$ cat src/h4rx_pkg.sv
// ---------------------------------------------------------------------------
// h4rx_pkg
// Shared types and constants of the HCI H4 receive deframer.
// ---------------------------------------------------------------------------
`timescale 1ns / 1ps

package h4rx_pkg;

  // H4 packet type bytes
  localparam logic [7:0] TYPE_EVENT = 8'h04;
  localparam logic [7:0] TYPE_ACL   = 8'h02;

  // Packet kind tags
  localparam logic KIND_EVENT = 1'b0;
  localparam logic KIND_ACL   = 1'b1;

  // Default depth of the queue between parser and output stage
  localparam int QUEUE_DEPTH_DEFAULT = 4;

  // One deframed byte with its tags
  typedef struct packed {
    logic       last;
    logic       first;
    logic       kind;
    logic [7:0] data;
  } pkt_item_t;

  // Queue status seen by the parser and the output stage
  typedef struct packed {
    logic full;
    logic empty;
  } q_status_t;

endpackage

$ cat src/h4rx_front.sv
// ---------------------------------------------------------------------------
// h4rx_front
// Byte parser: tracks the H4 framing phase and tags every packet byte.
// ---------------------------------------------------------------------------
`timescale 1ns / 1ps

module h4rx_front (
  input  logic               clk,
  input  logic               rst,
  input  logic               s_axis_tvalid,
  output logic               s_axis_tready,
  input  logic [7:0]         s_axis_tdata,
  input  h4rx_pkg::q_status_t q_status,
  output logic               push,
  output h4rx_pkg::pkt_item_t push_item
);
  import h4rx_pkg::*;

  // Framing phases
  localparam logic [3:0] PH_TYPE      = 4'd0;
  localparam logic [3:0] PH_EVT_CODE  = 4'd1;
  localparam logic [3:0] PH_EVT_LEN   = 4'd2;
  localparam logic [3:0] PH_EVT_PARAM = 4'd3;
  localparam logic [3:0] PH_ACL_H0    = 4'd4;
  localparam logic [3:0] PH_ACL_H1    = 4'd5;
  localparam logic [3:0] PH_ACL_L0    = 4'd6;
  localparam logic [3:0] PH_ACL_L1    = 4'd7;
  localparam logic [3:0] PH_ACL_DATA  = 4'd8;

  logic [3:0]  phase, phase_next;
  logic [15:0] remaining, remaining_next;  // payload bytes still to come
  logic [7:0]  len_lo, len_lo_next;        // low ACL length byte
  logic        accept;
  logic        emit;
  logic        kind, first, last;

  assign s_axis_tready = !q_status.full;
  assign accept        = s_axis_tvalid && s_axis_tready;

  // Phase decode and tagging
  always_comb begin
    phase_next     = phase;
    remaining_next = remaining;
    len_lo_next    = len_lo;
    emit           = 1'b1;
    kind           = KIND_EVENT;
    first          = 1'b0;
    last           = 1'b0;
    unique case (phase)
      PH_EVT_CODE: begin
        first      = 1'b1;
        phase_next = PH_EVT_LEN;
      end
      PH_EVT_LEN: begin
        remaining_next = {8'h00, s_axis_tdata};
        last           = (s_axis_tdata == 8'h00);
        phase_next     = last ? PH_TYPE : PH_EVT_PARAM;
      end
      PH_EVT_PARAM: begin
        remaining_next = remaining - 16'd1;
        last           = (remaining == 16'd1);
        phase_next     = last ? PH_TYPE : PH_EVT_PARAM;
      end
      PH_ACL_H0: begin
        kind       = KIND_ACL;
        first      = 1'b1;
        phase_next = PH_ACL_H1;
      end
      PH_ACL_H1: begin
        kind       = KIND_ACL;
        phase_next = PH_ACL_L0;
      end
      PH_ACL_L0: begin
        kind        = KIND_ACL;
        len_lo_next = s_axis_tdata;
        phase_next  = PH_ACL_L1;
      end
      PH_ACL_L1: begin
        kind           = KIND_ACL;
        remaining_next = {s_axis_tdata, len_lo};
        last           = (s_axis_tdata == 8'h00) && (len_lo == 8'h00);
        phase_next     = last ? PH_TYPE : PH_ACL_DATA;
      end
      PH_ACL_DATA: begin
        kind           = KIND_ACL;
        remaining_next = remaining - 16'd1;
        last           = (remaining == 16'd1);
        phase_next     = last ? PH_TYPE : PH_ACL_DATA;
      end
      default: begin
        // waiting for a type byte; unknown types are dropped
        emit = 1'b0;
        if (s_axis_tdata == TYPE_EVENT) begin
          phase_next = PH_EVT_CODE;
        end else if (s_axis_tdata == TYPE_ACL) begin
          phase_next = PH_ACL_H0;
        end else begin
          phase_next = PH_TYPE;
        end
      end
    endcase
  end

  assign push            = accept && emit;
  assign push_item.data  = s_axis_tdata;
  assign push_item.kind  = kind;
  assign push_item.first = first;
  assign push_item.last  = last;

  // Control state
  always_ff @(posedge clk) begin
    if (rst) begin
      phase <= PH_TYPE;
    end else if (accept) begin
      phase <= phase_next;
    end
  end

  // Length tracking
  always_ff @(posedge clk) begin
    if (accept) begin
      remaining <= remaining_next;
      len_lo    <= len_lo_next;
    end
  end

endmodule

$ cat src/h4rx_queue.sv
// ---------------------------------------------------------------------------
// h4rx_queue
// Small FIFO of tagged bytes between the parser and the output stage.
// ---------------------------------------------------------------------------
`timescale 1ns / 1ps

module h4rx_queue #(
  parameter int DEPTH = h4rx_pkg::QUEUE_DEPTH_DEFAULT
) (
  input  logic                clk,
  input  logic                rst,
  input  logic                push,
  input  h4rx_pkg::pkt_item_t push_item,
  input  logic                pop,
  output h4rx_pkg::pkt_item_t pop_item,
  output h4rx_pkg::q_status_t q_status
);
  import h4rx_pkg::*;

  localparam int PW = (DEPTH > 1) ? $clog2(DEPTH) : 1;
  localparam int CW = $clog2(DEPTH + 1);
  localparam logic [CW-1:0] FULL_COUNT = CW'(DEPTH);
  localparam logic [PW-1:0] LAST_PTR   = PW'(DEPTH - 1);

  pkt_item_t     mem [DEPTH];
  logic [PW-1:0] wr_ptr, rd_ptr;
  logic [CW-1:0] count;
  logic          do_push, do_pop;

  assign q_status.full  = (count == FULL_COUNT);
  assign q_status.empty = (count == '0);
  assign do_push        = push && !q_status.full;
  assign do_pop         = pop && !q_status.empty;
  assign pop_item       = mem[rd_ptr];

  // Storage
  always_ff @(posedge clk) begin
    if (do_push) begin
      mem[wr_ptr] <= push_item;
    end
  end

  // Pointers and fill count
  always_ff @(posedge clk) begin
    if (rst) begin
      wr_ptr <= '0;
      rd_ptr <= '0;
      count  <= '0;
    end else begin
      if (do_push) begin
        wr_ptr <= (wr_ptr == LAST_PTR) ? '0 : wr_ptr + PW'(1);
      end
      if (do_pop) begin
        rd_ptr <= (rd_ptr == LAST_PTR) ? '0 : rd_ptr + PW'(1);
      end
      if (do_push && !do_pop) begin
        count <= count + CW'(1);
      end else if (do_pop && !do_push) begin
        count <= count - CW'(1);
      end
    end
  end

endmodule

$ cat src/h4rx_back.sv
// ---------------------------------------------------------------------------
// h4rx_back
// Output register: drains the queue onto the master stream.
// ---------------------------------------------------------------------------
`timescale 1ns / 1ps

module h4rx_back (
  input  logic                clk,
  input  logic                rst,
  input  h4rx_pkg::q_status_t q_status,
  input  h4rx_pkg::pkt_item_t pop_item,
  output logic                pop,
  output logic                m_axis_tvalid,
  input  logic                m_axis_tready,
  output logic [7:0]          m_axis_tdata,
  output logic [1:0]          m_axis_tuser,
  output logic                m_axis_tlast
);
  import h4rx_pkg::*;

  pkt_item_t out_item;

  // Load when the register is free or its transaction completes
  assign pop = !q_status.empty && (!m_axis_tvalid || m_axis_tready);

  always_ff @(posedge clk) begin
    if (rst) begin
      m_axis_tvalid <= 1'b0;
    end else if (!m_axis_tvalid || m_axis_tready) begin
      m_axis_tvalid <= !q_status.empty;
    end
  end

  always_ff @(posedge clk) begin
    if (pop) begin
      out_item <= pop_item;
    end
  end

  assign m_axis_tdata = out_item.data;
  assign m_axis_tuser = {out_item.first, out_item.kind};
  assign m_axis_tlast = out_item.last;

endmodule

$ cat src/hci_h4_rx_deframer.sv
// ---------------------------------------------------------------------------
// hci_h4_rx_deframer
// Splits an HCI H4 UART byte stream into tagged event and ACL packet bytes.
//
//   channel   dir  content
//   s_axis    in   tdata[7:0] rx_byte
//   m_axis    out  tdata[7:0] pkt_byte, tuser[0] pkt_kind,
//                  tuser[1] first_of_packet, tlast last_of_packet
//
// One byte is accepted per cycle while the queue has room; a packet byte
// passes from the parser through the queue and the output register to m_axis.
// The parser keeps taking bytes while the queue has room, so a stalled
// output fills the queue of QUEUE_DEPTH entries before s_axis_tready drops.
// Type bytes produce no output transaction. Reset is synchronous and returns
// the parser to waiting for a type byte and empties the queue.
// ---------------------------------------------------------------------------
`timescale 1ns / 1ps

module hci_h4_rx_deframer #(
  parameter int QUEUE_DEPTH = h4rx_pkg::QUEUE_DEPTH_DEFAULT
) (
  input  logic       clk,
  input  logic       rst,
  input  logic       s_axis_tvalid,
  output logic       s_axis_tready,
  input  logic [7:0] s_axis_tdata,   // [7:0] rx_byte
  output logic       m_axis_tvalid,
  input  logic       m_axis_tready,
  output logic [7:0] m_axis_tdata,   // [7:0] pkt_byte
  output logic [1:0] m_axis_tuser,   // [0] pkt_kind, [1] first_of_packet
  output logic       m_axis_tlast
);
  import h4rx_pkg::*;

  q_status_t q_status;
  pkt_item_t push_item, pop_item;
  logic      push, pop;

  h4rx_front u_front (
    .clk           (clk),
    .rst           (rst),
    .s_axis_tvalid (s_axis_tvalid),
    .s_axis_tready (s_axis_tready),
    .s_axis_tdata  (s_axis_tdata),
    .q_status      (q_status),
    .push          (push),
    .push_item     (push_item)
  );

  h4rx_queue #(
    .DEPTH (QUEUE_DEPTH)
  ) u_queue (
    .clk       (clk),
    .rst       (rst),
    .push      (push),
    .push_item (push_item),
    .pop       (pop),
    .pop_item  (pop_item),
    .q_status  (q_status)
  );

  h4rx_back u_back (
    .clk           (clk),
    .rst           (rst),
    .q_status      (q_status),
    .pop_item      (pop_item),
    .pop           (pop),
    .m_axis_tvalid (m_axis_tvalid),
    .m_axis_tready (m_axis_tready),
    .m_axis_tdata  (m_axis_tdata),
    .m_axis_tuser  (m_axis_tuser),
    .m_axis_tlast  (m_axis_tlast)
  );

endmodule

$ cat config.mk
export PLATFORM = sky130hd
export DESIGN_NAME = hci_h4_rx_deframer
export DESIGN_NICKNAME = d
export VERILOG_FILES = /design/src/h4rx_pkg.sv /design/src/h4rx_front.sv /design/src/h4rx_queue.sv /design/src/h4rx_back.sv /design/src/hci_h4_rx_deframer.sv
export SDC_FILE = /design/constraint.sdc
export NUM_CORES = 1
export LEC_CHECK = 0
export ABC_CLOCK_PERIOD_IN_PS = 5250
export BUFFER_PORTS_ARGS = -buffer_cell sky130_fd_sc_hd__buf_4
export CAP_MARGIN = 20
export CORE_ASPECT_RATIO = 1.75
export CORE_MARGIN = 8
export CORE_UTILIZATION = 52
export CTS_BUF_LIST = sky130_fd_sc_hd__clkbuf_4 sky130_fd_sc_hd__clkbuf_8 sky130_fd_sc_hd__clkbuf_16
export CTS_CLUSTER_DIAMETER = 120
export DETAILED_ROUTE_END_ITERATION = 10
export HOLD_SLACK_MARGIN = 0.05
export PLACE_DENSITY = 0.77
export SLEW_MARGIN = 0
export SYNTH_ARGS = -nofsm -noshare
export SYNTH_HDL_FRONTEND = slang
export SYNTH_HIERARCHICAL = 1
export SYNTH_SLANG_ARGS = --single-unit
$ cat constraint.sdc
create_clock -name clk -period 5.25 [get_ports clk]
set_input_delay 1.05 -clock clk [delete_from_list [all_inputs] [get_ports clk]]
set_output_delay 1.05 -clock clk [all_outputs]
set_load 0.005 [all_outputs]
==> impl_metrics.csv <==
group,metric,value,unit
timing,maxSlewHeadroom,0.513,
layout,utilization,0.589,
drt,ant_nets,0,
die,initial_core_util,0.532,
drt,dr.first_iter.drc_count,232,
worst_setup_path,cp_max_fo,7,
cts,cts_sinks,93,
power,powerDensity,417,nW/um2
worst_setup_path,cpMostUsedCell,"inv_1",
worst_setup_path,crit_path_start_kind,"register",
cts,cts_tree,"yes",
drt,wl,8140,um
drt,drcViolationCount,0,
worst_setup_path,crit_path_end_kind,"register",
die,placementRows,43,
layout,final_common_cell,"edfxtp_1",
grt,grt.total_usage,0.149,
cts,clock_path_buffers,2,
worst_setup_path,cp_slowest_stage_delay,450,ps
worst_setup_path,required,5520,ps
timing,rsz0062_at_grt,"no",
layout,mostFrequentLayoutCells,"edfxtp_1 (79), buf_4 (25), nor2_1 (15)",
status,status,"completed",
cts,cts_setup_buffers,0,
synthesis,synthFlopType,"edfxtp_1",
drt,via_per_inst,6.31,
worst_setup_path,worstPathArrival,3400,ps
power,p_clk_frac,0.324,
placed_design,dpl.hpwl,5690,um
worst_setup_path,path_cells,"or3b_1, clkinv_4, nand2b_1, nor2_1, inv_1, nor2_2, ha_1, inv_1, fa_1, xor2_1, or3_2, a21oi_1",
synthesis,synth_top_area_share,0.564,
timing,finalClockSkew,8.45,ps
grt,grt_max_degree,17,
grt,antenna_found_initial,0,
grt,grt_pass1_vias,2673,
power,seq_power_share,0.499,
die,core-area,7910,um2
timing,finalSetupTns,0,ps
cts,h-tree-depth,3,
grt,grt_pass1_wl,13100,um
cts,cts_buffers,9,
drt,wl_per_cell,20.0,um
cts,cts_root_buffer,"clkbuf_16",
power,internal-power,1450,uW
die,dieWidth,84.0,um
synthesis,yosysTopAreaCell,"edfxtp_1",
cts,cts_hold_buf,0,
power,p_sw_frac,0.252,
timing,hold_viol,0,
synthesis,syn_avg_cell_area,14.1,um2
synthesis,synth_seq_cells,93,
layout,fin_area,4660,um2
timing,min_period,3130,ps
layout,nets,334,
layout,antenna_cells,0,
hold_path,hold_path_class,"reg2reg",
cts,clk_latency,340,ps
cts,cts-resized-gates,0,
synthesis,ys_types,54,
synthesis,synth_fp_nets,320,
placed_design,numPortBuffers,24,
timing,setup_viol,0,
timing,drv_slew,0,
power,p_comb_frac,0.178,
timing,post-route-period-util,0.596,
grt,grt_overflow,0,
cts,clkTransAtPathRegs,60,ps
power,p_switching,489,uW
synthesis,synth-seq-area-share,0.631,
timing,clock.fmax,319,MHz
worst_setup_path,crit_slowest_cell,"dfxtp_1",
placed_design,place.gp.congestion,0.789,
layout,syn_to_final_growth,10.9,%
die,dieHeight,135,um
synthesis,yosysWarnings,6,
timing,tightest_slew,730,ps
run,cap_violations,0,
drt,num_vias,2567,
synthesis,synth_edf_count,79,
synthesis,synth_cells,299,
drt,firstDrtPassIters,4,
die,io-pin-count,25,
synthesis,yosys-top-cells-area,"edfxtp_1 (56%), dfxtp_1 (6.7%), mux4_2 (5.9%), ha_1 (2.4%), a221o_1 (2.1%)",
power,worst_ir_drop_vdd,201,uV
synthesis,async_reset_ff_frac,0,
synthesis,synth_area,4200,um2
power,p_leak,0.00154,uW
placed_design,placed_area,4380,um2
die,die_area,11300,um2
layout,n_fill_cell,598,
worst_setup_path,path_class,"reg2reg",
layout,drive_gt1_frac,0.205,
critical path, delay by kind of cell (launching register included):
| family | cells | cell delay (ps) |
|---|---|---|
| AOI/OAI and AO/OA | 1 | 150 |
| xor gates and xnor gates | 1 | 160 |
| adders and majority gates | 2 | 590 |
| buffers and inverters | 3 | 280 |
| DFF | 1 | 450 |
| and+or+nand+nor | 5 | 1430 |
layer usage:
layer,share of wire,global-route usage
met2,0.54,0.266
met1,0.36,0.143
met3,0.049,0.0398
met4,0.052,0.107
met5,0,0
path summary, 6_finish.rpt:
| path | to | startpoint | cells after the start | slack (ps) |
|---|---|---|---|---|
| worst max-delay path | u_queue/count[2] | u_queue/count[0] | 12 | 2120 |
| worst max register to register | u_queue/count[2] | u_queue/count[0] | 12 | 2120 |
| worst min-delay path | u_back/m_axis_tvalid | u_back/m_axis_tvalid | 2 | 500 |
| worst min register to register | u_back/m_axis_tvalid | u_back/m_axis_tvalid | 2 | 500 |
cells by family (layout without fill, tap and decap cells):
kind of cell | Yosys count | after routing | share of synthesized area
compound gates | 47 | 47 | 0.0804
xor+xnor | 11 | 11 | 0.0229
fa+ha+maj | 9 | 9 | 0.0286
buf+inv | 33 | 51 | 0.0432
flops | 93 | 93 | 0.631
mux | 13 | 13 | 0.0637
simple gates | 93 | 93 | 0.130
power by group through the flow:
stage                     Sequential [uW]  Clock [uW]  Combinational (uW)
after floorplan                       967           0                 244
after global placement                985           0                 342
after detailed placement              987           0                 352
after CTS                             973         640                 354
after global routing                  981         668                 387
final                                 970         629                 345
cell type report:
| class | instances | area (um2) | share of cell area |
|---|---|---|---|
| inverter | 10 | 42.5 | 0.00913 |
| clock inverter | 5 | 51.3 | 0.0110 |
| tap | 90 | 113 | 0.0242 |
| clock buffer | 10 | 233 | 0.0499 |
| multi-input combinational | 173 | 1370 | 0.294 |
| timing repair buffer | 26 | 199 | 0.0427 |
| sequential | 93 | 2650 | 0.569 |
state kept, by name, indices dropped and copies added (netlist names), named ones only:
register / count
u_queue/mem: 44
u_front/remaining: 16
u_back/m_axis_tdata: 8
u_front/len_lo: 8
u_front/phase: 4
u_queue/count: 3
u_back/m_axis_tuser: 2
u_queue/rd_ptr: 2
u_queue/wr_ptr: 2
u_back/m_axis_tlast: 1
u_back/m_axis_tvalid: 1
synthesized netlist by cell type (2+ instances only):
cell / instances
buf_2: 3
a21oi_1: 10
inv_1: 9
nand3_1: 6
buf_4: 11
o211ai_1: 3
xnor2_1: 9
edfxtp_1: 79
o31ai_2: 2
nor3b_1: 3
clkbuf_1: 8
nor4_1: 9
or4_1: 7
ha_1: 8
a21o_1: 2
o21ai_0: 10
o22ai_1: 2
nor2_1: 15
nor4b_1: 2
dfxtp_1: 14
nand4b_1: 2
nand3b_1: 2
nand2b_1: 3
mux4_2: 11
nor3_1: 7
or3_1: 7
a211oi_1: 2
and3_2: 4
mux2i_1: 2
a221o_1: 9
nand2_1: 14
xor2_1: 2
per-stage QoR:
stage | cells | power (uW) | hold WS (ps) | setup slack [ps]
global placement | 391 | 1330 | 479 | 2110
CTS | 407 | 1970 | 504 | 2150
global route | 407 | 2040 | 519 | 1820
floorplan | 299 | 1210 | 463 | 2300
detailed placement | 392 | 1340 | 491 | 1960
finish | 407 | 1940 | 501 | 2120
Power figures use the tool's default switching activity.
